===== src/sv/cfsf_pkg.sv =====
`timescale 1ns / 1ps
// Shared types, constants and fixed-point helpers for the coupled field stencil core.
// No dependencies; imported by every module of the block.
package cfsf_pkg;

    localparam int DEF_GRID_N    = 64;
    localparam int DEF_FRAC_BITS = 24;

    localparam int SITE_W = 18;
    localparam int VAL_W  = 32;
    localparam int CFG_AW = 3;
    localparam int WORD_W = 6 * VAL_W;

    localparam logic CMD_LOAD    = 1'b0;
    localparam logic CMD_COMPUTE = 1'b1;

    localparam logic [CFG_AW-1:0] CFG_MASS_SQ    = 3'd0;
    localparam logic [CFG_AW-1:0] CFG_TRIPLE_MU  = 3'd1;
    localparam logic [CFG_AW-1:0] CFG_TRIPLE_KAP = 3'd2;
    localparam logic [CFG_AW-1:0] CFG_PAIR_GAIN  = 3'd3;
    localparam logic [CFG_AW-1:0] CFG_CROSS_GAIN = 3'd4;
    localparam logic [CFG_AW-1:0] CFG_INV_DX2    = 3'd5;

    localparam logic signed [VAL_W-1:0] Q_MAX = 32'sh7fff_ffff;
    localparam logic signed [VAL_W-1:0] Q_MIN = 32'sh8000_0000;

    typedef logic signed [VAL_W-1:0] q_t;

    // saturate a wide signed value to 32 bits
    function automatic q_t clip32(input logic signed [63:0] v);
        q_t r;
        if (v > 64'sd2147483647)
            r = Q_MAX;
        else if (v < -64'sd2147483648)
            r = Q_MIN;
        else
            r = v[VAL_W-1:0];
        return r;
    endfunction

endpackage


===== src/sv/cfsf_div.sv =====
`timescale 1ns / 1ps
// Bit-serial signed fixed-point divider: (num << FRAC_BITS) / den, truncated, saturated.
// One quotient bit per cycle. Uses cfsf_pkg.
module cfsf_div #(
    parameter int FRAC_BITS = 24
) (
    input  logic             clk,
    input  logic             rst_n,
    input  logic             start,
    input  cfsf_pkg::q_t     num,
    input  cfsf_pkg::q_t     den,
    output logic             done,
    output cfsf_pkg::q_t     quo
);
    import cfsf_pkg::*;

    localparam int NW = VAL_W + FRAC_BITS;
    localparam int CW = $clog2(NW);

    logic          run_reg;
    logic          done_reg;
    logic [CW-1:0] cnt_reg;
    logic [NW-1:0] nmag_reg;
    logic [31:0]   dmag_reg;
    logic [32:0]   rem_reg;
    logic          neg_reg;
    logic          zden_reg;
    logic          npos_reg;
    logic          nneg_reg;

    logic [32:0] num_abs;
    logic [32:0] den_abs;
    logic [32:0] trial;
    logic        fits;

    assign num_abs = num[VAL_W-1] ? (33'd0 - {1'b1, num}) : {1'b0, num};
    assign den_abs = den[VAL_W-1] ? (33'd0 - {1'b1, den}) : {1'b0, den};
    assign trial   = {rem_reg[31:0], nmag_reg[NW-1]};
    assign fits    = trial >= {1'b0, dmag_reg};

    always_ff @(posedge clk or negedge rst_n)
    begin
        if (!rst_n)
        begin
            run_reg  <= 1'b0;
            done_reg <= 1'b0;
            cnt_reg  <= '0;
        end
        else
        begin
            done_reg <= 1'b0;
            if (start)
            begin
                cnt_reg <= '0;
                if (den == '0)
                begin
                    done_reg <= 1'b1;
                end
                else
                begin
                    run_reg <= 1'b1;
                end
            end
            else if (run_reg)
            begin
                cnt_reg <= cnt_reg + 1'b1;
                if (cnt_reg == CW'(NW - 1))
                begin
                    run_reg  <= 1'b0;
                    done_reg <= 1'b1;
                end
            end
        end
    end

    always_ff @(posedge clk)
    begin
        if (start)
        begin
            nmag_reg <= {num_abs[31:0], {FRAC_BITS{1'b0}}};
            dmag_reg <= den_abs[31:0];
            rem_reg  <= '0;
            neg_reg  <= num[VAL_W-1] ^ den[VAL_W-1];
            zden_reg <= den == '0;
            npos_reg <= !num[VAL_W-1] && (num != '0);
            nneg_reg <= num[VAL_W-1];
        end
        else if (run_reg)
        begin
            rem_reg  <= fits ? (trial - {1'b0, dmag_reg}) : trial;
            nmag_reg <= {nmag_reg[NW-2:0], fits};
        end
    end

    always_comb
    begin
        quo = '0;
        if (zden_reg)
        begin
            if (npos_reg)
                quo = Q_MAX;
            else if (nneg_reg)
                quo = Q_MIN;
        end
        else if (!neg_reg)
        begin
            quo = (nmag_reg > NW'(64'h7fff_ffff)) ? Q_MAX : nmag_reg[VAL_W-1:0];
        end
        else
        begin
            quo = (nmag_reg > NW'(64'h8000_0000)) ? Q_MIN : (32'd0 - nmag_reg[VAL_W-1:0]);
        end
    end

    assign done = done_reg;

endmodule


===== config.mk =====
export PLATFORM = sky130hd
export DESIGN_NAME = cfsf_div
export DESIGN_NICKNAME = d
export VERILOG_FILES = /design/src/sv/cfsf_pkg.sv /design/src/sv/cfsf_div.sv
export SDC_FILE = /design/constraint.sdc
export NUM_CORES = 1
export LEC_CHECK = 0
export BUFFER_PORTS_ARGS = -buffer_cell sky130_fd_sc_hd__buf_2
export CAP_MARGIN = 20
export CORE_ASPECT_RATIO = 1.5
export CORE_MARGIN = 2
export CORE_UTILIZATION = 30
export CTS_BUF_LIST = sky130_fd_sc_hd__clkbuf_4 sky130_fd_sc_hd__clkbuf_8 sky130_fd_sc_hd__clkbuf_16
export DETAILED_ROUTE_END_ITERATION = 8
export PLACE_DENSITY = 0.46
export SYNTH_ARGS = -nofsm -noshare
export SYNTH_HDL_FRONTEND = slang
export SYNTH_SLANG_ARGS = --single-unit

===== constraint.sdc =====
create_clock -name clk -period 2.6 [get_ports clk]
set_input_delay 0.26 -clock clk [delete_from_list [all_inputs] [get_ports clk]]
set_output_delay 0.26 -clock clk [all_outputs]
set_load 0.02 [all_outputs]

* After elaboration in Yosys (flattened, before gate mapping)
Index checks and enable logic that the tools add are counted.
Widths: inputs -> output; s select.
** Word-level totals
- Word-level logic and storage cells :: 49
- ROM bits :: 0
- RAM bits :: 0
- Output and inout bits :: 33
- Bits in latches :: 0
- Input port bits :: 67
- Register bits after elaboration :: 132
- Memories kept :: 0
** Cells by class
- Mux-type cells :: 21
- $add $sub $neg :: 5
- Shifts and indexed selects :: 0
- Equal/unequal tests :: 2
- Multipliers :: 0
- Divide/modulo/power cells :: 0
- Bitwise gates (word level) :: 1
- Magnitude comparators :: 3
- Reductions and logical operators :: 5
** Operators by type and width (count)
- $mux 32 :: 8
- $mux 56 :: 2
- $sub 1x32->32 const A :: 3
- $gt 56x31->1 const B :: 1
- $gt 56x32->1 const B :: 1
- $ge 33x32->1 :: 1
- $logic_not 32->1 :: 1
- $reduce_bool 32->1 :: 1
- $sub 32x32->32 :: 1
- $mux 31 :: 1
- $mux 6 :: 2
- $mux 1 :: 8
- $add 6x1->6 const B :: 1
- $eq 6x6->1 const B :: 1
- $ne 2x2->1 const B :: 1
- $reduce_bool 2->1 :: 1
- $logic_and 1x1->1 :: 1
- $logic_not 1->1 :: 1
- $xor 1x1->1 :: 1

* Logic depth before layout (Yosys ltp)
Gate-level depths: netlist of the first run.
- Depth after elaboration :: 4
- Mapped depth :: 13
- Mapped depth without buffers :: 11

* Worst setup path after synthesis of the first run
No wires, ideal clock.
- Path kind :: flip-flop to output port
- From :: register nmag_reg[0]
- To :: output port quo[16]
- Required time :: 2340 ps
- Cell stages (with the launch flop) :: 11
- Slack :: -539 ps
- Arrival :: 2879 ps
- Path buffers :: 0
- Cells stage by stage :: dfxtp_1 -> inv_1 -> ha_1 -> or3b_1 -> nor4_4 -> nand4_4 -> o41ai_4 -> and2_4 -> nand2_4 -> or3_1 -> a31oi_1
** On the way
- Word-level cells in the longest chain between the ends :: 4
- Elaborated cells on any way between the ends :: 7
- Classes of those cells :: add/sub: 1; order compare: 2; mux: 4
** Ends and longest elaborated chain
- start: declaration :: RTL line cfsf_div.sv:23 : logic [NW-1:0] nmag_reg;
- start signal: assignment :: RTL line cfsf_div.sv:80 : nmag_reg <= {num_abs[31:0], {FRAC_BITS{1'b0}}};
- start signal: assignment :: RTL line cfsf_div.sv:91 : nmag_reg <= {nmag_reg[NW-2:0], fits};
- $gt 56x31->1 (tied with other cells) :: RTL line cfsf_div.sv:107 : quo = (nmag_reg > NW'(64'h7fff_ffff)) ? Q_MAX : nmag_reg[VAL_W-1:0];
- $mux 32, on equally long branches :: RTL line cfsf_div.sv:107, cfsf_div.sv:111
- $mux 32 (*) :: RTL line cfsf_div.sv:105 : else if (!neg_reg)
- $mux 32 (*) :: RTL line cfsf_div.sv:98 : if (zden_reg)
- end: declaration :: RTL line cfsf_div.sv:13 : output cfsf_pkg::q_t quo
Mark *: on every way between the ends. The rest lies on a longest branch, timed or not.

* Worst setup path in the final report of the first run
- From :: register nmag_reg[16]
- To :: output port quo[23]
The elaborated chain is that of the path after synthesis.

==> summary.md, run 1 <==
| Metric | Value |
|---|---|
| Run status | `complete, but fails checks` |
| Failing checks | `setup timing` |
| Clock Path Buffers | `2` |
| Internal Dissipation | `roughly 6700 uW` |
| CTS tree | `yes` |
| Most frequent cells in the layout | `267 x buf_4, 118 x nand2_1, 95 x nor2_1` |
| Slowest cell on crit path | `or4_4` |
| Primary FF master, synth | `edfxtp_1` |
| Worst Path Required | `between 2 and 2.5 ns` |
| # rows | `79` |
| Area post-placement | `12,700 um2` |
| WP data arrival | `3.18 ns` |
| DRC Markers | `0` |
| Most used cell, CP | `buf_4` |
| Slew Viols, Final | `0` |
| Syn avg cell area | `8.54 um2` |
| Total Routing Usage GR | `18.8%` |
| CTS H-tree depth | `4` |
| Detailed Route WL | `around 30 mm` |
| Setup WS pre-CTS | `-0.509 ns` |
| RSZ-0062 raised after global routing | `true` |
| Initial antenna violation count | `0` |
| Post-DP HPWL | `22.9 mm` |
| Fin crit share | `132%` |
| Initial drt markers | `between 200 and 300` |
| Post-route worst setup slack | `-0.844 ns` |
| Chip width | `148 um` |
| Syn nets | `around 1.2k` |
| Max stage delay on crit path | `~0.54 ns` |
| Fillers | `2,974` |
| Simple-Gate Fraction of Synth Area | `22.9%` |
| Largest net degree at the start of global routing | `42` |
| Hold wc startpoint | `den[22]` |
| Global-route wire length before repair | `48.3 mm` |
| VDD IR-drop max | `0.547 mV` |
| EDFF count, synth | `68` |
| Synth cell types | `81` |
| Max-cap viol count | `0` |
| Gr ovfl total | `0` |
| DIE HEIGHT | `221 um` |
| Commonest non-fill, non-tap cell in the layout | `buf_4` |
| Sequential area share after synthesis | `35.9%` |
| Worst slew margin relative to its limit | `between 40% and 50%` |
| Worst r2r src | `dmag_reg[20]` |
| WHS Path Cells | `2` |
| Compound-Gate Fraction of Synth Area | `19.3%` |
| Worst Hold Path EP | `dmag_reg[22]` |
| CP max FO | `7` |
| LEAKAGE | `0.00621 uW` |
| #FFs+latches synth | `132` |
| Skew-Pair Late Insertion Delay | `between 0.4 and 0.5 ns` |
| CTS clk-pin slew, worst paths | `roughly 0.060 ns` |
| Sw frac | `36.7%` |
| Gp weighted congestion | `0.837` |
| Antenna cells | `0` |
| Post-route ant nets | `0` |
| Root buf cell | `clkbuf_16` |
| Final #Nets | `1,571` |
| Comb power frac | `51.6%` |
| XOR/XNOR Fraction of Synth Area | `under 10%` |
| Layout area overhead | `54.9%` |
| Setup TNS | `-31.88 ns` |
| Ys Warns | `0` |
| HP Class | `input port to flip-flop` |
| Largest register FFs | `56` |
| Vias in the first global route | `9,597` |
| Sw Pwr | `3890 uW` |
| Cell Chain, Critical Path | `or4_4 > nor4_4 > buf_4 > nand4_4 > o41ai_4 > buf_4 > nand2_2 > buf_4 > o21a_1 > a21o_1 > a21oi_4 > buf_6` |
| Synth Area in Adders | `5.02%` |
| Number of I/O port buffers | `99` |
| Drt first pass iters | `4` |
| Type of destination of the critical path | `primary output` |
| Post-synthesis cell area | `9380 um2` |
| Worst R2R Setup Slack | `-0.33 ns` |
| Reg2reg end | `rem_reg[4]` |
| Vias | `between 9k and 10k` |
| Ports | `100` |
| Synth Instances | `1,098` |
| Crit path launch type | `flip-flop` |
| Flop pwr share | `25.8%` |
| Post-synthesis mux area share | `4.19%` |
| Least-Margin Pin Slew | `just under 0.8 ns` |
| Die area | `32,700 um2` |
| Main combinational cell family by area after synthesis | `simple AND/OR/NAND/NOR gates` |
| Sinks on the clock net | `roughly 130` |
| Clock share of power | `22.6%` |
| Routed WL per cell | `16.1 um` |
| Max Clk Rate | `just under 300 MHz` |
| Area of the core | `30,900 um2` |
| Power Density | `730 nW/um2` |
| Starting Density | `30.3%` |
| Post-synth ARST share | `6.06%` |
| Cts bufs inserted | `17` |
| Post-route cell area | `14,500 um2` |
| Vias per cell | `5.01` |
| Endpoints failing setup | `65` |
| Hold_ws | `0.127 ns` |
| Final Hold Violating Endpoints | `0` |
| Final Skew | `0.0107 ns` |
| Critical path class | `flip-flop to primary output` |
| Min cycle time layout | `3.44 ns` |
| Share of layout cells above drive strength 1 | `41.3%` |
| R2R cell count | `13` |
## through the flow
| stage | total power [uW] | utilization (%) | instances |
|---|---|---|---|
| finish | 10600 | 46.9 | 1885 |
| global route | 11300 | 46.9 | 1885 |
| CTS | 10500 | 46.2 | 1881 |
| detailed placement | 7240 | 41.1 | 1812 |
| global placement | 7220 | 41.1 | 1812 |
| floorplan | 5210 | - | 1098 |
## per-layer routing
metal  routed length [um]  global-route usage [%]
met2                16700                    36.5
met3                  682                    2.70
met1                12100                    19.9
met5                    0                       0
met4                  992                    8.35
## synthesized netlist by cell type (14+ instances only)
| cell type | instances | area (um2) |
|---|---|---|
| nor2_1 | 100 | 375 |
| a21o_1 | 16 | 120 |
| o21ai_0 | 94 | 470 |
| nor4_1 | 16 | 100 |
| or4_1 | 14 | 105 |
| a21oi_1 | 40 | 200 |
| ha_1 | 36 | 450 |
| mux2i_1 | 37 | 370 |
| dfxtp_1 | 56 | 1120 |
| o31ai_1 | 17 | 128 |
| nand2_1 | 137 | 514 |
| or3_1 | 26 | 163 |
| xor2_1 | 38 | 333 |
| a31oi_1 | 31 | 194 |
| a311oi_1 | 18 | 158 |
| xnor2_1 | 45 | 394 |
| inv_1 | 56 | 210 |
| nand3_1 | 16 | 80.1 |
| clkbuf_1 | 29 | 109 |
| nor3_1 | 20 | 100 |
| edfxtp_1 | 68 | 2040 |
## cell type report
type                            instances  area [um2]  share of cell area (%)
Sequential cell                       132        3370                    23.2
Clock buffer                           17         425                    2.93
Timing Repair Buffer                  401        3230                    22.3
Tap cell                              405         507                    3.49
Inverter                               57         214                    1.47
Multi-Input combinational cell        858        6630                    45.7
Clock inverter                         15         143                   0.982
## how the worst max path moves through the flow
stage / startpoint / cells past startpoint / slack [ns] / endpoint
6_report: nmag_reg[16] / 12 / -0.84 / quo[23]
4_1_cts: nmag_reg[0] / 13 / -0.90 / quo[16]
5_1_grt: nmag_reg[16] / 12 / -0.98 / quo[23]
2_1_floorplan: nmag_reg[0] / 10 / -0.36 / quo[3]
3_3_place_gp: nmag_reg[16] / 10 / -0.49 / quo[3]
3_5_place_dp: nmag_reg[16] / 10 / -0.51 / quo[9]
## power by group through the flow
stage / clock (uW) / combinational [uW] / sequential [uW]
2_1_floorplan: 0 / 2490 / 2720
3_3_place_gp: 0 / 4450 / 2770
3_5_place_dp: 0 / 4470 / 2770
4_1_cts: 2440 / 5350 / 2740
5_1_grt: 2540 / 5950 / 2770
6_report: 2390 / 5470 / 2740
## critical path, delay by kind of cell, from the launching register on
family          cells  cell delay [ns]
flops               1             0.32
simple gates        4             1.01
compound gates      4             0.74
buf+inv             4             0.68
## cells by family (layout without fill, tap and decap cells)
family | after synthesis | after routing
muxes | 39 | 39
xor gates and xnor gates | 83 | 83
and+or+nand+nor | 421 | 421
buffers and inverters | 108 | 490
adders and majority gates | 37 | 37
DFF | 132 | 132
AOI/OAI and AO/OA | 278 | 278
## timing repair
action | 4_1_cts | 5_1_grt
hold buffers | 1 | 0
gates cloned | 2 | 0
setup endpoints to repair | 65 | 67
hold endpoints to repair | 8 | 0
resized for setup | 180 | 38
pin swaps | 84 | 24
buffers inserted | 34 | 7
Note: power is estimated with default switching activity, not from simulation.
==> inputs of run 2 (changes only) <==
--- a/config.mk
+++ b/config.mk
@@ -8,7 +8,6 @@
 export BUFFER_PORTS_ARGS = -buffer_cell sky130_fd_sc_hd__buf_2
 export CAP_MARGIN = 20
 export CORE_ASPECT_RATIO = 1.5
-export CORE_MARGIN = 2
 export CORE_UTILIZATION = 30
 export CTS_BUF_LIST = sky130_fd_sc_hd__clkbuf_4 sky130_fd_sc_hd__clkbuf_8 sky130_fd_sc_hd__clkbuf_16
 export DETAILED_ROUTE_END_ITERATION = 8
==> run 2 against run 1 <==
Effect of this change:
- the run still ends with setup timing left
- sequential power hardly changed
- core utilization is 0.28 points lower
- die area is 2.2% lower
- final area is 1.9% lower
- critical path type unchanged
- critical endpoint is now quo[16]
- highest routed layer unchanged
==> summary.md, run 2 (synthesis gave the netlist of run 1 again) <==
| Metric | Value |
|---|---|
| Run status | `complete, but fails checks` |
| Failing checks | `setup timing` |
| Crit path launch type | `flip-flop` |
| Final Skew | `0.00798 ns` |
| Slew Viols, Final | `0` |
| Hold wc startpoint | `den[29]` |
| LEAKAGE | `0.00605 uW` |
| Endpoints failing setup | `65` |
| Post-route ant nets | `0` |
| Total Routing Usage GR | `18.9%` |
| Power Density | `737 nW/um2` |
| Worst R2R Setup Slack | `-0.25 ns` |
| Most frequent cells in the layout | `237 x buf_4, 119 x nand2_1, 95 x nor2_1` |
| Layout area overhead | `52.0%` |
| Worst r2r src | `dmag_reg[20]` |
| Max Clk Rate | `294 MHz` |
| Starting Density | `a little over 30%` |
| Initial antenna violation count | `0` |
| Final Hold Violating Endpoints | `0` |
| Routed WL per cell | `16.1 um` |
| Worst Path Required | `approximately 2.3 ns` |
| Post-DP HPWL | `22.1 mm` |
| Reg2reg end | `rem_reg[12]` |
| Type of destination of the critical path | `primary output` |
| WHS Path Cells | `2` |
| Critical path class | `flip-flop to primary output` |
| Die area | `32,000 um2` |
| Area of the core | `30,500 um2` |
| Largest register FFs | `56` |
| Root buf cell | `clkbuf_16` |
| Vias in the first global route | `~9.4k` |
| Ports | `100` |
| Area post-placement | `12,500 um2` |
| Antenna cells | `0` |
| CTS tree | `yes` |
| Vias | `around 9.3k` |
| VDD IR-drop max | `0.506 mV` |
| Min cycle time layout | `3.41 ns` |
| Met3 Usage GRT | `~2.5%` |
| RSZ-0062 raised after global routing | `true` |
| Worst Hold Path EP | `dmag_reg[29]` |
| Detailed Route WL | `29.6 mm` |
| Initial drt markers | `339` |
| Number of I/O port buffers | `approximately 100` |
| R2R cell count | `13` |
| Clock Path Buffers | `2` |
| Max-cap viol count | `0` |
| Global routing's busiest layer | `met2` |
| Sinks on the clock net | `~130` |
| Dpl cells | `1,783` |
| Setup WS pre-CTS | `-0.520 ns` |
| CTS H-tree depth | `4` |
| Post-route cell area | `between 10,000 and 15,000 um2` |
| CTS clk-pin slew, worst paths | `0.06 ns` |
| Drt first pass iters | `5` |
| Skew-Pair Late Insertion Delay | `0.43 ns` |
| # rows | `between 70 and 80` |
| Final #Nets | `~1.5k` |
| Vias per cell | `5.07` |
| Least-Margin Pin Slew | `0.722 ns` |
| HP Class | `input port to flip-flop` |
| Cts bufs inserted | `17` |
| Total chip power | `10,500 uW` |
| Met2 usage in global routing | `36.1%` |
| Post-route worst setup slack | `-0.806 ns` |
| WP data arrival | `3.15 ns` |
| DIE HEIGHT | `219 um` |
| Commonest non-fill, non-tap cell in the layout | `buf_4` |
| Share of layout cells above drive strength 1 | `between 40% and 50%` |
| Fin crit share | `131%` |
| Util after Layout | `46.7%` |
| Met1 usage | `21.1%` |
| CP max FO | `5` |
| Chip width | `146 um` |
| Gp weighted congestion | `0.830` |
| Gr ovfl total | `0` |
| Worst slew margin relative to its limit | `around 51%` |
| Fillers | `2,977` |
| DRC Markers | `0` |
| Largest net degree at the start of global routing | `62` |
| Global-route wire length before repair | `48.1 mm` |
| Finished Layout Cells | `1,842` |
[run 2: final cells by class]
class	count	area (um2)	share of cell area, %
inverter	57	216	1.52
clock buffer	19	440	3.09
tap	400	500	3.51
sequential	132	3370	23.7
multi-input combinational	859	6630	46.5
clock inverter	13	174	1.22
timing repair buffer	362	2920	20.5
[run 2: how the worst max path moves through the flow]
stage                 startpoint      end  slack [ns]  cells past startpoint
floorplan            nmag_reg[0]   quo[3]       -0.36                     10
global placement    nmag_reg[16]   quo[9]       -0.47                     10
detailed placement  nmag_reg[16]   quo[9]       -0.52                     10
CTS                 nmag_reg[14]  quo[22]       -0.82                     12
global route        nmag_reg[14]  quo[19]       -0.90                     12
finish              nmag_reg[14]  quo[16]       -0.81                     10
[run 2: power breakdown]
part	switching, uW	internal [uW]	leakage [uW]
Clock	998	1550	0.000297
Sequential	219	2520	0.00126
Combinational	2510	2710	0.00449
Total	3720	6780	0.00605
[run 2: per-stage QoR]
step	TNS, ns	hold slack [ns]
floorplan	-9.57	-0.0356
global placement	-24.93	0.135
detailed placement	-28.00	0.133
CTS	-30.99	0.120
global route	-37.25	0.136
finish	-29.37	0.141
[run 2: what timing repair did]
| action | 4_1_cts | 5_1_grt |
|---|---|---|
| endpoints found under the hold margin | 8 | 0 |
| hold buffers | 1 | 0 |
| cloned | 4 | 1 |
| buffers inserted | 11 | 11 |
| pin swaps | 70 | 34 |
| gates resized for setup | 135 | 84 |
| endpoints found under the setup margin | 65 | 68 |
[run 2: worst max-delay path, stage by stage, from the launching register on]
cell and delay, ns:
dfxtp_2 0.31, or4_4 0.54, nor4_4 0.21, buf_4 0.17, nand4_4 0.09, o41ai_4 0.28, and2_4 0.30, nand2_4 0.11
or3_4 0.41, a31oi_4 0.16, buf_6 0.13
[run 2: routing by layer]
layer | wire [um] | share of wire (%)
met4 | 724 | 2.4
met2 | 16100 | 54
met5 | 0 | 0
met1 | 12100 | 41
met3 | 670 | 2.3
